$ cat config.mk
export PLATFORM = sky130hd
export DESIGN_NAME = ucle_ctrl
export DESIGN_NICKNAME = d
export VERILOG_FILES = /design/src/rtl/core/ucle_pkg.sv /design/src/rtl/core/ucle_ctrl.sv
export SDC_FILE = /design/constraint.sdc
export NUM_CORES = 1
export LEC_CHECK = 0
export BUFFER_PORTS_ARGS = -buffer_cell sky130_fd_sc_hd__buf_2
export CAP_MARGIN = 20
export CELL_PAD_IN_SITES_DETAIL_PLACEMENT = 0
export CELL_PAD_IN_SITES_GLOBAL_PLACEMENT = 1
export CORE_MARGIN = 1
export CORE_UTILIZATION = 45
export DETAILED_ROUTE_END_ITERATION = 10
export PLACE_DENSITY = 0.95
export SETUP_SLACK_MARGIN = 0.5
export SYNTH_ARGS = -nofsm -noshare
export SYNTH_HDL_FRONTEND = slang
export SYNTH_SLANG_ARGS = --single-unit
export TNS_END_PERCENT = 1
$ cat constraint.sdc
create_clock -name clk -period 5.3 [get_ports clk]
set_clock_uncertainty 0.15 [all_clocks]
set_input_delay 0.265 -clock clk [delete_from_list [all_inputs] [get_ports clk]]
set_output_delay 0.265 -clock clk [all_outputs]
set_load 0.02 [all_outputs]
$ cat src/rtl/core/ucle_pkg.sv
// shared types, constants and helpers for the utf-16 console line editor
package ucle_pkg;

  // default line capacity in code units
  localparam int unsigned LINE_CAPACITY_DEF = 256;

  // key codes that steer the editor
  localparam logic [7:0]  VK_ESC      = 8'h1B;
  localparam logic [7:0]  VK_RET      = 8'h0D;
  localparam logic [7:0]  VK_BKSP     = 8'h08;
  localparam logic [7:0]  VK_LETTER_C = 8'h43;
  localparam logic [15:0] U_ESC       = 16'h001B;
  localparam logic [15:0] U_RET       = 16'h000D;
  localparam logic [15:0] U_BKSP      = 16'h0008;
  localparam logic [15:0] U_DEL       = 16'h007F;
  localparam logic [15:0] U_CTRL_C    = 16'h0003;
  localparam logic [15:0] U_SPACE     = 16'h0020;
  localparam logic [15:0] HIGH_FIRST  = 16'hD800;
  localparam logic [15:0] HIGH_LAST   = 16'hDBFF;
  localparam logic [15:0] LOW_FIRST   = 16'hDC00;
  localparam logic [15:0] LOW_LAST    = 16'hDFFF;

  // operation carried on tuser
  typedef enum logic {
    OP_KEY  = 1'b0,
    OP_READ = 1'b1
  } op_t;

  // line status reported with each result
  typedef enum logic [2:0] {
    ST_OPEN     = 3'd0,
    ST_COMPLETE = 3'd1,
    ST_ABORTED  = 3'd2,
    ST_INVALID  = 3'd3,
    ST_TOO_LONG = 3'd4
  } status_t;

  // fields of one key event
  typedef struct packed {
    logic        is_key;
    logic        key_down;
    logic [7:0]  virtual_key;
    logic        ctrl_pressed;
    logic [15:0] unit;
    logic [15:0] repeat_req;
  } key_t;

  // one result transaction
  typedef struct packed {
    status_t     status;
    logic [8:0]  line_length;
    logic        surrogate_pending;
    logic [15:0] read_unit;
    logic        read_valid;
  } result_t;

  function automatic logic is_high_half(input logic [15:0] u);
    return (u >= HIGH_FIRST) && (u <= HIGH_LAST);
  endfunction

  function automatic logic is_low_half(input logic [15:0] u);
    return (u >= LOW_FIRST) && (u <= LOW_LAST);
  endfunction

endpackage

$ cat src/rtl/core/ucle_ctrl.sv
// sequencer: decodes key events, walks the repeats, edits the line memory and serves reads
module ucle_ctrl #(
  parameter int unsigned LINE_CAPACITY = ucle_pkg::LINE_CAPACITY_DEF,
  parameter int unsigned AW            = $clog2(LINE_CAPACITY),
  parameter int unsigned CW            = $clog2(LINE_CAPACITY + 1)
) (
  input  logic              clk,
  input  logic              rst_n,
  // item side
  input  logic              item_valid,
  output logic              item_ready,
  input  ucle_pkg::op_t     item_op,
  input  ucle_pkg::key_t    item_key,
  input  logic [7:0]        item_index,
  // result side
  output logic              res_valid,
  input  logic              res_ready,
  output ucle_pkg::result_t res,
  // line memory
  output logic              mem_we,
  output logic [AW-1:0]     mem_waddr,
  output logic [15:0]       mem_wdata,
  output logic [AW-1:0]     mem_raddr0,
  output logic [AW-1:0]     mem_raddr1,
  input  logic [15:0]       mem_rdata0,
  input  logic [15:0]       mem_rdata1
);

  localparam int unsigned CMPW = (CW > 8) ? CW : 8;

  typedef enum logic [7:0] {
    S_IDLE    = 8'b0000_0001,
    S_CHECK   = 8'b0000_0010,
    S_EDIT    = 8'b0000_0100,
    S_BK_WAIT = 8'b0000_1000,
    S_PAIR2   = 8'b0001_0000,
    S_READ    = 8'b0010_0000,
    S_RD_WAIT = 8'b0100_0000,
    S_DONE    = 8'b1000_0000
  } state_t;

  state_t             state_r, state_nxt;
  ucle_pkg::op_t      op_r, op_nxt;
  ucle_pkg::key_t     key_r, key_nxt;
  logic [7:0]         idx_r, idx_nxt;
  logic [15:0]        rep_r, rep_nxt;
  logic [CW-1:0]      count_r, count_nxt;
  logic [15:0]        held_r, held_nxt;
  logic               closed_r, closed_nxt;
  ucle_pkg::status_t  status_r, status_nxt;
  logic [15:0]        rd_unit_r, rd_unit_nxt;
  logic               rd_valid_r, rd_valid_nxt;

  logic is_esc, is_ctrl_c, is_ret, is_bksp, is_hi, is_lo, is_print, held_any;
  logic pair_no_room, line_full, rd_in_range;

  // event decode from the held item
  always_comb begin
    is_esc    = (key_r.virtual_key == ucle_pkg::VK_ESC) || (key_r.unit == ucle_pkg::U_ESC);
    is_ctrl_c = (key_r.unit == ucle_pkg::U_CTRL_C) ||
                ((key_r.virtual_key == ucle_pkg::VK_LETTER_C) && key_r.ctrl_pressed);
    is_ret    = (key_r.virtual_key == ucle_pkg::VK_RET) || (key_r.unit == ucle_pkg::U_RET);
    is_bksp   = (key_r.virtual_key == ucle_pkg::VK_BKSP) ||
                (key_r.unit == ucle_pkg::U_BKSP) || (key_r.unit == ucle_pkg::U_DEL);
    is_hi     = ucle_pkg::is_high_half(key_r.unit);
    is_lo     = ucle_pkg::is_low_half(key_r.unit);
    is_print  = key_r.unit >= ucle_pkg::U_SPACE;
    held_any  = held_r != 16'd0;
    pair_no_room = ((CW+1)'(count_r) + (CW+1)'(2)) > (CW+1)'(LINE_CAPACITY);
    line_full    = count_r >= CW'(LINE_CAPACITY);
    rd_in_range  = CMPW'(idx_r) < CMPW'(count_r);
  end

  // memory addressing: tail and the unit before it, or the read index
  always_comb begin
    mem_waddr  = AW'(count_r);
    mem_raddr0 = (state_r == S_READ) ? AW'(idx_r) : AW'(count_r - CW'(1));
    mem_raddr1 = AW'(count_r - CW'(2));
  end

  // sequencer
  always_comb begin
    state_nxt    = state_r;
    op_nxt       = op_r;
    key_nxt      = key_r;
    idx_nxt      = idx_r;
    rep_nxt      = rep_r;
    count_nxt    = count_r;
    held_nxt     = held_r;
    closed_nxt   = closed_r;
    status_nxt   = status_r;
    rd_unit_nxt  = rd_unit_r;
    rd_valid_nxt = rd_valid_r;
    mem_we       = 1'b0;
    mem_wdata    = key_r.unit;

    case (state_r)
      S_IDLE: begin
        if (item_valid) begin
          op_nxt  = item_op;
          key_nxt = item_key;
          idx_nxt = item_index;
          if (item_op == ucle_pkg::OP_READ) begin
            state_nxt = S_READ;
          end else begin
            // a closed line restarts empty on the next key event
            if (closed_r) begin
              count_nxt  = '0;
              held_nxt   = 16'd0;
              closed_nxt = 1'b0;
            end
            state_nxt = S_CHECK;
          end
        end
      end
      S_READ: begin
        state_nxt = S_RD_WAIT;
      end
      S_RD_WAIT: begin
        status_nxt   = ucle_pkg::ST_OPEN;
        rd_valid_nxt = rd_in_range;
        rd_unit_nxt  = rd_in_range ? mem_rdata0 : 16'd0;
        state_nxt    = S_DONE;
      end
      S_CHECK: begin
        rd_valid_nxt = 1'b0;
        rd_unit_nxt  = 16'd0;
        status_nxt   = ucle_pkg::ST_OPEN;
        rep_nxt      = key_r.repeat_req;
        state_nxt    = S_DONE;
        if (!(key_r.is_key && key_r.key_down)) begin
          state_nxt = S_DONE;
        end else if (is_esc) begin
          status_nxt = ucle_pkg::ST_ABORTED;
        end else if (is_ctrl_c || (key_r.repeat_req == 16'd0)) begin
          state_nxt = S_DONE;
        end else if (is_ret) begin
          status_nxt = held_any ? ucle_pkg::ST_INVALID : ucle_pkg::ST_COMPLETE;
        end else begin
          state_nxt = S_EDIT;
        end
      end
      S_EDIT: begin
        if (rep_r == 16'd0) begin
          state_nxt = S_DONE;
        end else if (is_bksp) begin
          if (held_any) begin
            held_nxt = 16'd0;
            rep_nxt  = rep_r - 16'd1;
          end else if (count_r == '0) begin
            state_nxt = S_DONE;
          end else begin
            state_nxt = S_BK_WAIT;
          end
        end else if (is_print) begin
          if (is_hi) begin
            if (held_any) begin
              status_nxt = ucle_pkg::ST_INVALID;
              state_nxt  = S_DONE;
            end else begin
              held_nxt = key_r.unit;
              rep_nxt  = rep_r - 16'd1;
            end
          end else if (is_lo) begin
            if (!held_any) begin
              status_nxt = ucle_pkg::ST_INVALID;
              state_nxt  = S_DONE;
            end else if (pair_no_room) begin
              status_nxt = ucle_pkg::ST_TOO_LONG;
              state_nxt  = S_DONE;
            end else begin
              // high half first, low half next cycle
              mem_we    = 1'b1;
              mem_wdata = held_r;
              count_nxt = count_r + CW'(1);
              state_nxt = S_PAIR2;
            end
          end else begin
            if (held_any) begin
              status_nxt = ucle_pkg::ST_INVALID;
              state_nxt  = S_DONE;
            end else if (line_full) begin
              status_nxt = ucle_pkg::ST_TOO_LONG;
              state_nxt  = S_DONE;
            end else begin
              mem_we    = 1'b1;
              count_nxt = count_r + CW'(1);
              rep_nxt   = rep_r - 16'd1;
            end
          end
        end else begin
          // other control unit ends the repeats
          state_nxt = S_DONE;
        end
      end
      S_PAIR2: begin
        mem_we    = 1'b1;
        count_nxt = count_r + CW'(1);
        held_nxt  = 16'd0;
        rep_nxt   = rep_r - 16'd1;
        state_nxt = S_EDIT;
      end
      S_BK_WAIT: begin
        // drop a whole pair when the tail is a low half after a high half
        if (ucle_pkg::is_low_half(mem_rdata0) && (count_r != CW'(1)) &&
            ucle_pkg::is_high_half(mem_rdata1)) begin
          count_nxt = count_r - CW'(2);
        end else begin
          count_nxt = count_r - CW'(1);
        end
        rep_nxt   = rep_r - 16'd1;
        state_nxt = S_EDIT;
      end
      S_DONE: begin
        if (res_ready) begin
          if (status_r != ucle_pkg::ST_OPEN) begin
            closed_nxt = 1'b1;
          end
          state_nxt = S_IDLE;
        end
      end
      default: begin
        state_nxt = S_IDLE;
      end
    endcase
  end

  // control state
  always_ff @(posedge clk) begin
    if (!rst_n) begin
      state_r  <= S_IDLE;
      count_r  <= '0;
      held_r   <= 16'd0;
      closed_r <= 1'b0;
    end else begin
      state_r  <= state_nxt;
      count_r  <= count_nxt;
      held_r   <= held_nxt;
      closed_r <= closed_nxt;
    end
  end

  // item and result payload
  always_ff @(posedge clk) begin
    op_r       <= op_nxt;
    key_r      <= key_nxt;
    idx_r      <= idx_nxt;
    rep_r      <= rep_nxt;
    status_r   <= status_nxt;
    rd_unit_r  <= rd_unit_nxt;
    rd_valid_r <= rd_valid_nxt;
  end

  // result view
  always_comb begin
    item_ready            = state_r == S_IDLE;
    res_valid             = state_r == S_DONE;
    res.status            = (op_r == ucle_pkg::OP_READ) ? ucle_pkg::ST_OPEN : status_r;
    res.line_length       = 9'(count_r);
    res.surrogate_pending = held_any;
    res.read_unit         = rd_unit_r;
    res.read_valid        = rd_valid_r;
  end

endmodule
==> impl_results.md <==
- M1 GR Usage: 0.2794
- DR vias: 5736
- Vias per inst: 5.651
- Syn_area_per_cell: 10.78 µm²
- Port Buffers: 150
- Max Freq: roughly 240 MHz
- R2R depth: 9
- RSZ-0062 raised after global routing: no
- Final Cycle Share: 0.7860
- Syn_nets: 725
- Register area share after synthesis: 0.5005
- Worst R2R End: count_r[0]$_SDFFE_PN0P_
- HP Start: res_ready
- Share of layout cells above drive strength 1: 0.2647
- CTS tree: built
- RD Place Congestion: 0.8931
- Fillcell total: 1194
- Setup crit end kind: output pin
- Detail Route Antenna Nets: 0
- Die H: 123.5 µm
- Simple-Gate Fraction of Synth Area: 0.1982
- #FFs+latches synth: 122
- Hpwl dp: about 12000 µm
- Synth Area in XOR/XNOR: 0.03693
- Core area: 0.01448 mm²
- Largest family of logic cells by synthesized area: simple AND/OR/NAND/NOR gates
- CP required: 4.89 ns
- Fin util: 0.5986
- Global route total overflow: 0
- FF-to-FF setup slack: about 2 ns
- Crit Path Max Fanout: 15
- CTS Buf Count: 17
- Setup_tns: 0 ns
- Final Net Count: 927
- DRC: 0
- Starting density of the core: 0.4586
- Commonest non-fill, non-tap cells in the layout: 150 x buf_2, 88 x edfxtp_1, 67 x dlygate4sd3_1
- Area growth syn-to-layout: 30.53%
- Worst-Margin Slew: 0.9086 ns
- CTS Sinks: about 120
- Worst-case clock buffer depth: 2
- Avg WL per Cell: 17.48 µm
- Area of placed instances: 0.007423 mm²
- Grt met2 use: 0.4190
- Pin count of the biggest net entering global routing: 55
- Vias in the first global route: 5489
- Met3 Use GR: 0.06504
- Post-Synth Adder-Cell Area: 0.03957
- VDD IR-drop max: 0.2618 mV
- Layout Cell Area excl Fill: roughly 0.0087 mm²
- P_leak: 3.371 nW
- Root Buffer: clkbuf_16
- Skew-Pair Late Insertion Delay: about 0.42 ns
- Ant. Diodes: 0
- First-pass GRT wire length: 27480 µm
- Top Ports: around 160
- Gr busiest metal: met2
- Post-Place Worst Slack: 1.659 ns
- Min Tclk post-route: 4.166 ns
- Compound-Gate Fraction of Synth Area: 0.1462
- Max Cap Viol: 0
- Ys Warns: 0
- Hold endpoint: closed_r$_SDFFE_PN0P_
- Async set-or-reset flop fraction in the synthesized netlist: 0
- H-tree depth: 4
- Fin worst setup slack: 1.134 ns
- Arrival @ worst endpoint: 3.75 ns
- Post-synth top flop: edfxtp_1
- CP Launch Type: flop
- FP Rows: 44
- Max_slew headroom: 0.3902
- Endpoints failing hold: 0
- Initial antenna violation count: 0
- Pwr/cell area: roughly 280 mW/mm²
- Commonest non-fill, non-tap cell in the layout: buf_2
- Status: finished, final reports clean
- DRT Pass-1 Iters: 5
- Post-synthesis mux area share: 0.03222
- Final Non-Filler Cells: 1015
- Max Slew Vio Count: 0
- Initial DRC count: 424
- Critical path type: flop to output pin
- Cell count after synthesis: 616
- Synth cell types: 79
- Hold Path Class: primary input to flop
- Die Width: 123.5 µm
- Synthesized area: ~0.0066 mm²
- Global router's overall resource usage: 0.2399
- Worst hold stages: 3
- Clock Pin Slew Worst Setup and Hold Paths: 0.06 ns
- Setup-failing EPs final: 0
- EDFF count, synth: 88
- Routed wire length: 17740 µm
- Reg-to-Reg Start: count_r[1]$_SDFFE_PN0P_
- Die area: 0.01525 mm²
- Placed insts: between 900 and 1k
[what timing repair did]
action | 4_1_cts | 5_1_grt
hold buffers | 67 | 0
resized for setup | 0 | 0
buffers inserted | 0 | 0
hold endpoints to repair | 68 | 0
[logic make-up after synthesis]
kind of cell	count (synthesis)
buffers and inverters	59
AOI/OAI and AO/OA	130
xor gates and xnor gates	28
muxes	16
DFF	122
and+or+nand+nor	240
adders and majority gates	21
[Yosys cell counts (6+ instances only)]
cell type,n,area (µm²)
nor2b_1,8,50.05
a21oi_1,26,130.1
nor4_1,18,112.6
inv_1,21,78.83
buf_4,13,97.59
and3_1,9,56.30
nand2_1,48,180.2
dfxtp_1,34,680.7
edfxtp_1,88,2643
buf_2,6,30.03
mux2_4,9,135.1
and2_1,23,143.9
o21ai_0,24,120.1
xnor2_1,20,175.2
o211ai_1,8,60.06
nand2b_1,6,37.54
nor3_1,21,105.1
nor2_1,47,176.4
xor2_1,8,70.07
clkbuf_1,15,56.30
a32o_1,10,100.1
nand3_1,16,80.08
ha_1,21,262.8
o311ai_1,6,52.55
nand4_1,10,62.56
[through the flow]
stage | power [mW] | hold slack, ns
2_1_floorplan | 1.191 | 0.2139
3_3_place_gp | 1.250 | 0.2925
3_5_place_dp | 1.258 | 0.2931
4_1_cts | 2.417 | 0.008045
5_1_grt | 2.483 | 0.01580
6_report | 2.401 | 0.01450
[layer usage]
metal | wire length (µm) | vias to the layer above | share of wire
met3 | 1179 | 29 | 0.066
met1 | 7422 | 2738 | 0.42
met2 | 8810 | 254 | 0.50
met4 | 329 | 0 | 0.019
met5 | 0 | - | 0
li1 | - | 2715 | -
[report_power, final]
| part | internal, mW | total, mW | switching (mW) |
|---|---|---|---|
| Combinational | 0.0938 | 0.185 | 0.0912 |
| Clock | 0.675 | 1.12 | 0.447 |
| Sequential | 1.07 | 1.09 | 0.0249 |
| Total | 1.84 | 2.40 | 0.563 |
[worst max-delay path by stage]
stage	from	endpoint	cells past startpoint
floorplan	state_r[6]$_SDFFE_PN0P_	held_r[6]$_SDFFE_PN0P_	8
global placement	count_r[1]$_SDFFE_PN0P_	mem_wdata[0]	9
detailed placement	count_r[1]$_SDFFE_PN0P_	mem_wdata[0]	9
CTS	count_r[1]$_SDFFE_PN0P_	mem_wdata[0]	9
global route	count_r[1]$_SDFFE_PN0P_	mem_wdata[15]	9
finish	count_r[1]$_SDFFE_PN0P_	mem_wdata[2]	9
[critical path, cell delays in order (launching register included)]
cell	delay, ns
dfxtp_1	0.67
inv_1	0.29
ha_1	0.40
inv_1	0.10
nand3_1	0.12
a2111oi_4	0.44
o211ai_2	0.24
nor2_4	0.51
mux2_1	0.39
buf_2	0.17
[sequential cells by signal, summed over array words and instances, names as in the netlist]
register and flops:
op_r 1, state_r 8, idx_r 8, closed_r 1
rd_unit_r 16, key_r 43, held_r 16, count_r 9
rep_r 16, status_r 3, rd_valid_r 1
[layout make-up]
type | count | area [µm²] | area share
Sequential cell | 122 | 3323 | 0.3834
Multi-Input combinational cell | 435 | 3010 | 0.3473
Timing Repair Buffer | 221 | 1451 | 0.1675
Clock buffer | 20 | 457.9 | 0.05284
Tap cell | 184 | 230.2 | 0.02656
Clock inverter | 12 | 115.1 | 0.01328
Inverter | 21 | 78.83 | 0.009095
Power figures use the tool's default switching activity.
